### src/rtl/tlmmh_pkg.sv
// Shared constants, types and helper functions of the two-lane multiply-mix hash unit.
`timescale 1ns / 1ps
package tlmmh_pkg;

    localparam logic [31:0] MIX_A_MULT = 32'h5e7e5a17;
    localparam logic [31:0] MIX_B_MULT = 32'h66c4e761;

    localparam int unsigned DATA_W   = 64;
    localparam int unsigned COUNT_W  = 4;
    localparam int unsigned LENGTH_W = 32;
    localparam int unsigned HASH_W   = 32;
    localparam int unsigned S_TDATA_W = 104;
    localparam int unsigned M_TDATA_W = 32;

    localparam logic [COUNT_W-1:0] FULL_COUNT = 4'd8;

    typedef enum logic [2:0] {
        ST_IDLE,
        ST_TAIL_MUL,
        ST_TAIL_ADD,
        ST_MIX1_MUL,
        ST_MIX1_ADD,
        ST_MIX2_MUL,
        ST_MIX2_ADD,
        ST_EMIT
    } state_t;

    // Commands from the controller to the datapath.
    typedef struct packed {
        logic accept;
        logic mix_mul;
        logic mix_add;
        logic load_out;
    } cmd_t;

    // Status from the datapath to the controller.
    typedef struct packed {
        logic item_last;
        logic item_tail;
        logic out_free;
    } status_t;

    function automatic logic [31:0] swap32(input logic [31:0] x);
        return {x[7:0], x[15:8], x[23:16], x[31:24]};
    endfunction

    function automatic logic [7:0] byte_at(input logic [63:0] d, input logic [2:0] idx);
        logic [63:0] shifted;
        shifted = d >> {idx, 3'b000};
        return shifted[7:0];
    endfunction

endpackage

### src/rtl/tlmmh_ctrl.sv
// Controller state machine that sequences item loading, mix rounds and result output.
`timescale 1ns / 1ps
module tlmmh_ctrl (
    input  logic              aclk,
    input  logic              aresetn,
    input  logic              s_tvalid,
    output logic              s_tready,
    input  tlmmh_pkg::status_t status,
    output tlmmh_pkg::cmd_t    cmd
);
    import tlmmh_pkg::*;

    state_t state_reg;
    state_t state_next;
    logic   accept;

    assign s_tready = (state_reg == ST_IDLE);
    assign accept   = s_tvalid && s_tready;

    always_ff @(posedge aclk) begin
        if (!aresetn) begin
            state_reg <= ST_IDLE;
        end else begin
            state_reg <= state_next;
        end
    end

    always_comb begin
        state_next = state_reg;
        case (state_reg)
            ST_IDLE: begin
                if (accept && status.item_last) begin
                    state_next = status.item_tail ? ST_TAIL_MUL : ST_MIX1_MUL;
                end
            end
            ST_TAIL_MUL: state_next = ST_TAIL_ADD;
            ST_TAIL_ADD: state_next = ST_MIX1_MUL;
            ST_MIX1_MUL: state_next = ST_MIX1_ADD;
            ST_MIX1_ADD: state_next = ST_MIX2_MUL;
            ST_MIX2_MUL: state_next = ST_MIX2_ADD;
            ST_MIX2_ADD: state_next = ST_EMIT;
            ST_EMIT: begin
                if (status.out_free) begin
                    state_next = ST_IDLE;
                end
            end
            default: state_next = ST_IDLE;
        endcase
    end

    always_comb begin
        cmd = '0;
        case (state_reg)
            ST_IDLE:     cmd.accept = accept;
            ST_TAIL_MUL: cmd.mix_mul = 1'b1;
            ST_TAIL_ADD: cmd.mix_add = 1'b1;
            ST_MIX1_MUL: cmd.mix_mul = 1'b1;
            ST_MIX1_ADD: cmd.mix_add = 1'b1;
            ST_MIX2_MUL: cmd.mix_mul = 1'b1;
            ST_MIX2_ADD: cmd.mix_add = 1'b1;
            ST_EMIT:     cmd.load_out = status.out_free;
            default:     cmd = '0;
        endcase
    end

endmodule

### src/rtl/tlmmh_datapath.sv
// Datapath: hash lanes, seed register, mix multiplier stage and output register.
`timescale 1ns / 1ps
module tlmmh_datapath (
    input  logic                              aclk,
    input  logic                              aresetn,
    input  logic [tlmmh_pkg::DATA_W-1:0]      data_bytes,
    input  logic [tlmmh_pkg::COUNT_W-1:0]     valid_bytes,
    input  logic                              first_item,
    input  logic                              last_item,
    input  logic [tlmmh_pkg::LENGTH_W-1:0]    message_length,
    input  logic                              cfg_we,
    input  logic [31:0]                       cfg_data,
    input  tlmmh_pkg::cmd_t                   cmd,
    output tlmmh_pkg::status_t                status,
    output logic                              out_valid,
    input  logic                              out_ready,
    output logic [tlmmh_pkg::HASH_W-1:0]      hash_value
);
    import tlmmh_pkg::*;

    logic [31:0] lane_a_reg, lane_a_next;
    logic [31:0] lane_b_reg, lane_b_next;
    logic [31:0] seed_reg;
    logic [63:0] prod_a_reg;
    logic [31:0] prod_b_reg;
    logic [31:0] hash_reg;
    logic        out_valid_reg;

    logic [COUNT_W-1:0] count_sat;
    logic [COUNT_W-1:0] count;
    logic               is_full;
    logic               is_tail;
    logic [31:0]        w0, w1;
    logic [31:0]        a_start, b_start;
    logic [31:0]        full_a, full_b;
    logic [2:0]         hw_pos, byte_pos;
    logic [15:0]        halfword;
    logic [31:0]        tail_v1, tail_v;
    logic [31:0]        mix_b;

    // Item decode: a non-last item always counts as eight bytes.
    assign count_sat = (valid_bytes > FULL_COUNT) ? FULL_COUNT : valid_bytes;
    assign count     = last_item ? count_sat : FULL_COUNT;
    assign is_full   = count[3];
    assign is_tail   = !count[3] && (count != '0);

    assign w0 = data_bytes[31:0];
    assign w1 = data_bytes[63:32];

    assign a_start = first_item ? message_length : lane_a_reg;
    assign b_start = first_item ? seed_reg : lane_b_reg;

    assign full_a = swap32(32'((a_start ^ w0) * MIX_A_MULT));
    assign full_b = swap32(32'((b_start ^ w1) * MIX_B_MULT));

    // Tail value: optional halfword followed by an optional trailing byte.
    assign hw_pos   = count[2] ? 3'd4 : 3'd0;
    assign halfword = {byte_at(data_bytes, hw_pos + 3'd1), byte_at(data_bytes, hw_pos)};
    assign tail_v1  = count[1] ? {16'd0, halfword} : 32'd0;
    assign byte_pos = hw_pos + (count[1] ? 3'd2 : 3'd0);
    assign tail_v   = count[0] ? {tail_v1[23:0], byte_at(data_bytes, byte_pos)} : tail_v1;

    assign mix_b = prod_b_reg + prod_a_reg[31:0];

    always_comb begin
        lane_a_next = lane_a_reg;
        lane_b_next = lane_b_reg;
        if (cmd.accept) begin
            if (is_full) begin
                lane_a_next = full_a;
                lane_b_next = full_b;
            end else if (is_tail) begin
                lane_a_next = count[2] ? (a_start ^ w0) : a_start;
                lane_b_next = b_start ^ tail_v;
            end else begin
                lane_a_next = a_start;
                lane_b_next = b_start;
            end
        end else if (cmd.mix_add) begin
            lane_b_next = mix_b;
            lane_a_next = mix_b ^ prod_a_reg[63:32];
        end
    end

    always_ff @(posedge aclk) begin
        if (!aresetn) begin
            lane_a_reg    <= '0;
            lane_b_reg    <= '0;
            seed_reg      <= '0;
            out_valid_reg <= 1'b0;
        end else begin
            lane_a_reg <= lane_a_next;
            lane_b_reg <= lane_b_next;
            if (cfg_we) begin
                seed_reg <= cfg_data;
            end
            if (cmd.load_out) begin
                out_valid_reg <= 1'b1;
            end else if (out_ready) begin
                out_valid_reg <= 1'b0;
            end
        end
    end

    always_ff @(posedge aclk) begin
        if (cmd.mix_mul) begin
            prod_a_reg <= 64'(lane_a_reg) * 64'(MIX_A_MULT);
            prod_b_reg <= 32'(lane_b_reg * MIX_B_MULT);
        end
        if (cmd.load_out) begin
            hash_reg <= lane_a_reg;
        end
    end

    assign status.item_last = last_item;
    assign status.item_tail = is_tail;
    assign status.out_free  = !out_valid_reg || out_ready;

    assign out_valid  = out_valid_reg;
    assign hash_value = hash_reg;

endmodule

### src/rtl/two_lane_multiply_mix_hash32_unit.sv
// Top level of the two-lane multiply-mix 32-bit hash unit.
//
// Usage: a message is streamed in on the s_ channel as words of eight bytes.
// The word that carries tuser (first_item) high loads lane A with the
// message length and lane B with the seed register; the word with tlast high
// closes the message, and its valid_bytes field may give a partial tail of
// one to seven bytes. One 32-bit hash word leaves on the m_ channel for each
// word with tlast high; no other word produces output.
// The user must write the seed through the cfg_ channel only while the unit
// is idle; the unit itself does not enforce this. Words without tlast stream
// at eight bytes per cycle while the unit is idle. A closing word takes the
// unit through a tail round when it has a partial tail, then the mix rounds,
// each a multiply step and an add step through the one shared mix stage, and
// a final step that moves the hash into the output register once it is free;
// s_tready stays low from the taking of the closing word until that move. If
// the receiver stalls, the hash waits in the output register and the next
// message's words are still accepted; a further closing word is taken and
// mixed, but the unit then holds s_tready low until the output register is
// free. Reset (aresetn low, synchronous) clears both lanes, the seed and the
// output valid flag.
`timescale 1ns / 1ps
module two_lane_multiply_mix_hash32_unit (
    input  logic                                aclk,
    input  logic                                aresetn,
    input  logic                                cfg_valid,
    output logic                                cfg_ready,
    input  logic [31:0]                         cfg_data,     // seed_value
    input  logic                                s_tvalid,
    output logic                                s_tready,
    // data_bytes [63:0], valid_bytes [67:64], message_length [99:68], zero [103:100]
    input  logic [tlmmh_pkg::S_TDATA_W-1:0]     s_tdata,
    input  logic                                s_tlast,      // last_item
    input  logic                                s_tuser,      // first_item
    output logic                                m_tvalid,
    input  logic                                m_tready,
    output logic [tlmmh_pkg::M_TDATA_W-1:0]     m_tdata       // hash_value [31:0]
);
    import tlmmh_pkg::*;

    cmd_t    cmd;
    status_t status;

    // The seed register can take a write in every cycle.
    assign cfg_ready = 1'b1;

    tlmmh_ctrl u_ctrl (
        .aclk     (aclk),
        .aresetn  (aresetn),
        .s_tvalid (s_tvalid),
        .s_tready (s_tready),
        .status   (status),
        .cmd      (cmd)
    );

    tlmmh_datapath u_datapath (
        .aclk           (aclk),
        .aresetn        (aresetn),
        .data_bytes     (s_tdata[63:0]),
        .valid_bytes    (s_tdata[67:64]),
        .first_item     (s_tuser),
        .last_item      (s_tlast),
        .message_length (s_tdata[99:68]),
        .cfg_we         (cfg_valid),
        .cfg_data       (cfg_data),
        .cmd            (cmd),
        .status         (status),
        .out_valid      (m_tvalid),
        .out_ready      (m_tready),
        .hash_value     (m_tdata)
    );

endmodule

### config.mk
export PLATFORM = sky130hd
export DESIGN_NAME = two_lane_multiply_mix_hash32_unit
export DESIGN_NICKNAME = d
export VERILOG_FILES = /design/src/rtl/tlmmh_pkg.sv /design/src/rtl/tlmmh_ctrl.sv /design/src/rtl/tlmmh_datapath.sv /design/src/rtl/two_lane_multiply_mix_hash32_unit.sv
export SDC_FILE = /design/constraint.sdc
export NUM_CORES = 2
export LEC_CHECK = 0
export BUFFER_PORTS_ARGS = -buffer_cell sky130_fd_sc_hd__clkbuf_2
export CAP_MARGIN = 20
export CORE_AREA = 2 2 414 457
export CTS_BUF_LIST = sky130_fd_sc_hd__clkbuf_2 sky130_fd_sc_hd__clkbuf_4 sky130_fd_sc_hd__clkbuf_8
export DETAILED_ROUTE_END_ITERATION = 7
export DIE_AREA = 0 0 416 459
export GPL_ROUTABILITY_DRIVEN = 0
export PLACE_DENSITY_LB_ADDON = 0.2
export SLEW_MARGIN = 20
export SYNTH_ARGS = -nofsm -noshare
export SYNTH_HDL_FRONTEND = slang
export SYNTH_SLANG_ARGS = --single-unit
export TNS_END_PERCENT = 5
### constraint.sdc
create_clock -name aclk -period 13.5 [get_ports aclk]
set_clock_uncertainty 0.05 [all_clocks]
set_input_delay 2.025 -clock aclk [delete_from_list [all_inputs] [get_ports aclk]]
set_output_delay 2.025 -clock aclk [all_outputs]
set_load 0.01 [all_outputs]
== Word-level counts from Yosys, hierarchy flattened ==
Cells that the tools add are included.

* Register bits after elaboration: 227
* Input bits: 143
* Logic and storage cells: 72
* Output and inout port bits: 35

* Add/sub/neg operators: 3
* Bitwise logic cells: 4
* Order comparisons: 1
* Reduce and logical (&&, ||, !) cells: 13
* Shifts and indexed selects: 3
* Multiplexer cells: 27
* $mul: 4
* Equal/unequal tests: 9

{| class="wikitable"
|+ Operator list
! operator !! count
|-
| 2-to-1 mux 32 bit || 12
|-
| right shift 64 x 6 -> 8 bit || 3
|-
| multiplier 32 x 31 -> 32 bit, second input constant || 3
|-
| bitwise XOR 32 bit || 3
|-
| multiplier 32 x 31 -> 63 bit, second input constant || 1
|-
| adder 32 bit || 1
|-
| bitwise XOR 32 x 31 -> 32 bit || 1
|-
| case mux 3 bit (8 select lines) || 1
|-
| 2-to-1 mux 16 bit || 1
|-
| == test 3 bit, second input constant || 4
|-
| 2-to-1 mux 3 bit || 3
|-
| 2-to-1 mux 4 bit || 2
|-
| == test 3 x 2 -> 1 bit, second input constant || 2
|-
| 2-to-1 mux 1 bit || 6
|-
| OR reduction 3 bit || 2
|-
| greater-than comparator 4 bit, second input constant || 1
|-
| 2-to-1 mux 2 bit || 2
|-
| nonzero test 2 bit || 2
|-
| nonzero test 4 bit || 1
|-
| adder 3 x 1 -> 3 bit, second input constant || 1
|-
| adder 3 bit || 1
|-
| == test 3 x 1 -> 1 bit, second input constant || 1
|-
| logical AND 1 bit || 3
|-
| logical NOT 3 bit || 1
|-
| other kinds (5) || 6
|}

== Longest topological paths before layout ==
* Depth after elaboration: 12
* Mapped depth: 35

== Cells and area by module ==
A second synthesis with hierarchy kept.

* Cells, all modules: 5636
* Area, all modules: 55162.9 µm²

{| class="wikitable"
|+ Modules (own cells, without submodules)
! module !! area an instance (µm²) !! cells an instance !! instances
|-
| tlmmh_datapath || 54907.7 || 5603 || 1
|-
| tlmmh_ctrl || 244.0 || 31 || 1
|-
| two_lane_multiply_mix_hash32_unit || 11.3 || 2 || 1
|}

== Worst setup path after synthesis ==
No wires, ideal clock.

* Path type: input-to-reg
* Start point: input port s_tuser
* End point: register u_datapath.lane_a_reg[4]
* Library setup time: 0.116 ns
* Buffers on the path: 4
* Required time: 13.334 ns
* Stages on the path: 29
* Data arrival time: 10.076 ns
* Slack: 3.258 ns
* Path through: buf_2 -> buf_2 -> buf_1 -> buf_1 -> mux2i_1 -> xnor2_1 -> ha_1 -> fa_1 -> ha_1 -> inv_1 -> fa_1 -> inv_1 -> fa_1 -> inv_1 -> fa_1 -> fa_1 -> inv_1 -> fa_1 -> ha_1 -> a21o_1 -> a21o_1 -> a21o_1 -> a211oi_1 -> o221ai_1 -> o41ai_1 -> o21ai_0 -> xor2_1 -> a21oi_1 -> nor2_1

* Word-level cells in the longest chain between the ends: 6

{| class="wikitable"
|+ Ends and longest elaborated chain
! item !! RTL line !! text
|-
| from (decl) || two_lane_multiply_mix_hash32_unit.sv:33 || <nowiki>input logic s_tuser,</nowiki>
|-
| 2-to-1 mux 32 bit (*) || tlmmh_datapath.sv:50 || <nowiki>assign a_start = first_item ? message_length : lane_a_reg;</nowiki>
|-
| parallel branches: the longest is 3 deep, another holds multiplier 32 x 31 -> 32 bit || - ||
|-
| 2-to-1 mux 32 bit (*) || tlmmh_datapath.sv:69 || <nowiki>if (is_full) begin</nowiki>
|-
| 2-to-1 mux 32 bit (*) || tlmmh_datapath.sv:68 || <nowiki>if (cmd.accept) begin</nowiki>
|-
| to (signal assigned) || tlmmh_datapath.sv:92 || <nowiki>lane_a_reg <= lane_a_next;</nowiki>
|-
| to (decl) || tlmmh_datapath.sv:21 || <nowiki>logic [31:0] lane_a_reg, lane_a_next;</nowiki>
|}

Every way passes the cells marked *.
A chain may end at the register's enable or synchronous reset.

== Worst setup path in the final report ==
Same ends and word-level chain as after synthesis.

==> results.md <==
* Status: complete, no violations
* RR Endpoint: u_datapath.lane_a_reg[4]
* Initial antenna violation count at 15
* HP Start: u_datapath.seed_reg[7]
* Minimum clock period at approximately 10 ns
* Setup tns final at 0 ns
* GRT Util Overall at 21.26%
* Port bufs at approximately 170
* Flop-to-flop setup slack at roughly 4.7 ns
* Chip height at roughly 460 µm
* Clock latency on the worst-skew pair at a little over 0.7 ns
* Fmax at between 90 and 100 MHz
* HPWL after DPL at 174,800 µm
* CP Buf/Inv Count at 7
* Initial DRC count at between 2,000 and 3,000
* H-Tree Depth at 2
* Core region area at between 150,000 and 200,000 µm²
* Hold-fix buffers, CTS at 0
* Post-route ant nets at 0
* Crit-path most repeated cell: fa_1
* Die area at 190,900 µm²
* Worst-Margin Slew at roughly 1.1 ns
* FFs w/ async S/R, synth at 0%
* Period utilization at about three quarters
* Dpl cells at 8,314
* Routed wire per std cell at approximately 24 µm
* Synthesis-stage register bit count at between 200 and 250
* CP arrival at roughly 11 ns
* Slew margin rel. at between 20% and 30%
* Crit Path Category: input pin to register
* Cells after Synth at roughly 5,700
* CTS max path bufs at 3
* Vias at 39,120
* Root buf cell: clkbuf_8
* Starting Density at between 20 and 30%
* R2R Path Start: u_datapath.lane_a_reg[17]
* Unrepaired setup endpoints after global routing: false
* CP startpoint kind: input pin
* DRC errors left at 0
* Clock transition at path regs at approximately 0.05 ns
* Cell area after synthesis at between 50,000 and 60,000 µm²
* Rows at between 150 and 200
* WHS Endpoint: u_datapath.seed_reg[7]
* Worst path slowest cell: o41ai_1
* FF-to-FF path depth at 24
* Post-CTS setup buffer count at 0
* Setup-failing EPs final at 0
* Via density at 4.660
* Design area at about 61,000 µm²
* Max FFs per register at 63
* Critical Path RT at between 10 and 15 ns
* Number of synthesized flops with an enable pin at between 100 and 150
* Syn. warnings at 0
* Area taken by multi-input logic gates at 42,990 µm²
* Synth cell types at 78
* Syn Nets at about 7,800
* Most common cell after layout, fill and taps aside: inv_1
* Post-synthesis area per instance at 9.731 µm²
* Non-filler cells, final at 8,395
* Grt ovf at 0
* Hold violation count in the final report at 0
* Final worst-path setup slack at between 3 and 4 ns
* Register area at approximately 5800 µm²
* Largest net degree at the start of global routing at 66
* Setup crit end kind: register
* Worst path top cell family by delay: adder cells
* Most frequent cells in the layout: inv_1 (1,724), fa_1 (985), ha_1 (927)
* Fin nets at roughly 8,000
* Number of max-cap violations at 0
* Main synth FF type: edfxtp_1
* TritonCTS clock tree: yes
* CTS Buf Count at 43
* Die W at around 420 µm
* Worst min path class: register to register
* Worst hold path cell count at 2
* Seq/Total Area, Yosys at a little over a tenth
* Slowest stage delay, CP at 0.82 ns
* Share of layout cells above drive strength 1 at a little over 6%
* Routed wire length at 201,400 µm
* Final Max Tran Viols at 0
* Placed Area at 59,780 µm²
* Post-Place Setup Slack at roughly 2.8 ns
* First-pass GRT wire length at around 290,000 µm
* CTS sink cnt at 227
* Area grow syn2layout at 9.277%
* Critical path peak fanout at 28
* Filler instances at 19,464
* Ports at ~180
* Post-cts resize count at 0
* Number of global-route vias before repair at approximately 42,000
* Pre-Repair DR Iteration Count at 6
cell type report:
| cell class | count | share of cell area [%] |
|---|---|---|
| inverters | 1724 | 10.66 |
| multi-input cells | 3665 | 70.81 |
| clock buffers | 54 | 1.172 |
| clock inverters | 24 | 0.3462 |
| repair buffers | 249 | 2.378 |
| flip-flops and latches | 227 | 9.582 |
| diodes | 2 | 0.008242 |
| well taps | 2450 | 5.049 |
worst reg2reg max path, stage by stage, from the launching register on:
cell	delay, ns
dfxtp_2	0.88
mux2i_1	0.31
xnor2_1	0.77
ha_1	0.41
fa_1	0.53
inv_1	0.06
fa_1	0.55
inv_1	0.06
fa_1	0.50
inv_1	0.06
fa_1	0.49
fa_1	0.50
inv_1	0.05
fa_1	0.44
ha_1	0.37
a21o_1	0.19
a21o_1	0.17
a21o_1	0.17
a211oi_1	0.29
o221ai_1	0.23
o41ai_1	0.82
o21ai_0	0.39
xor2_1	0.23
a21oi_1	0.19
nor2_1	0.06
layer usage:
metal	vias up	global-route usage (%)	share of wire, %
met5	-	0	0.033
met4	12	10.18	5.7
met3	286	1.811	3.8
met2	965	36.77	49
met1	19789	26.70	42
li1	18068	-	-
cell families after synthesis:
group,count (synthesis),share of synthesized area (%)
xor+xnor,388,6.141
fa+ha+maj,1912,56.36
flops,227,10.47
simple gates,616,5.226
compound gates,625,7.267
other cells,1,0.006749
mux,123,2.236
buf+inv,1818,12.29
metrics by stage:
step	hold slack, ns	util [%]
3_5_place_dp	0.4544	31.96
2_1_floorplan	0.4193	-
3_3_place_gp	0.4545	31.96
5_1_grt	0.4880	32.47
6_report	0.4712	32.47
4_1_cts	0.4688	32.46
synth_stat cells, drive strengths merged, types with 5 or more instances:
library cell | instances | area [µm²]
nand2 | 196 | 735.7
fa | 985 | 19720
dfxtp | 100 | 2002
xnor2 | 296 | 2592
and3 | 24 | 150.1
nand3 | 57 | 285.3
o22ai | 10 | 62.56
inv | 1724 | 6471
o311a | 9 | 90.09
mux2 | 9 | 101.4
nor2b | 52 | 325.3
and2 | 11 | 68.82
buf | 20 | 82.58
a311oi | 8 | 70.07
a31oi | 20 | 125.1
nand2b | 31 | 193.9
o21bai | 25 | 187.7
nor3 | 30 | 150.1
a21boi | 8 | 60.06
nor2 | 154 | 578.1
mux2i | 114 | 1141
nand4 | 19 | 118.9
or3 | 16 | 100.1
a31o | 6 | 52.55
a21oi | 179 | 899.6
a211oi | 18 | 140.1
o21ai | 133 | 665.6
o31ai | 8 | 60.06
o21a | 20 | 150.1
a32oi | 8 | 70.07
edfxtp | 127 | 3814
clkbuf | 74 | 277.8
xor2 | 91 | 797.0
ha | 927 | 11600
o311ai | 10 | 95.10
or2 | 5 | 31.28
and4 | 5 | 43.79
o211ai | 37 | 277.8
a21o | 78 | 585.6
how the worst max path moves through the flow:
stage,start,endpoint,slack [ns],cells after the start
after floorplan,s_tuser,u_datapath.lane_a_reg[4],3.26,29
after global placement,s_tuser,u_datapath.lane_b_reg[7],2.87,27
after detailed placement,s_tuser,u_datapath.lane_b_reg[4],2.79,25
after CTS,s_tuser,u_datapath.lane_b_reg[4],3.50,25
after global routing,s_tuser,u_datapath.lane_a_reg[4],3.14,28
final,s_tuser,u_datapath.lane_a_reg[4],3.48,28
Power is not shown: default switching activity piles up to over one toggle a cycle in this logic, so the estimate is an artifact.
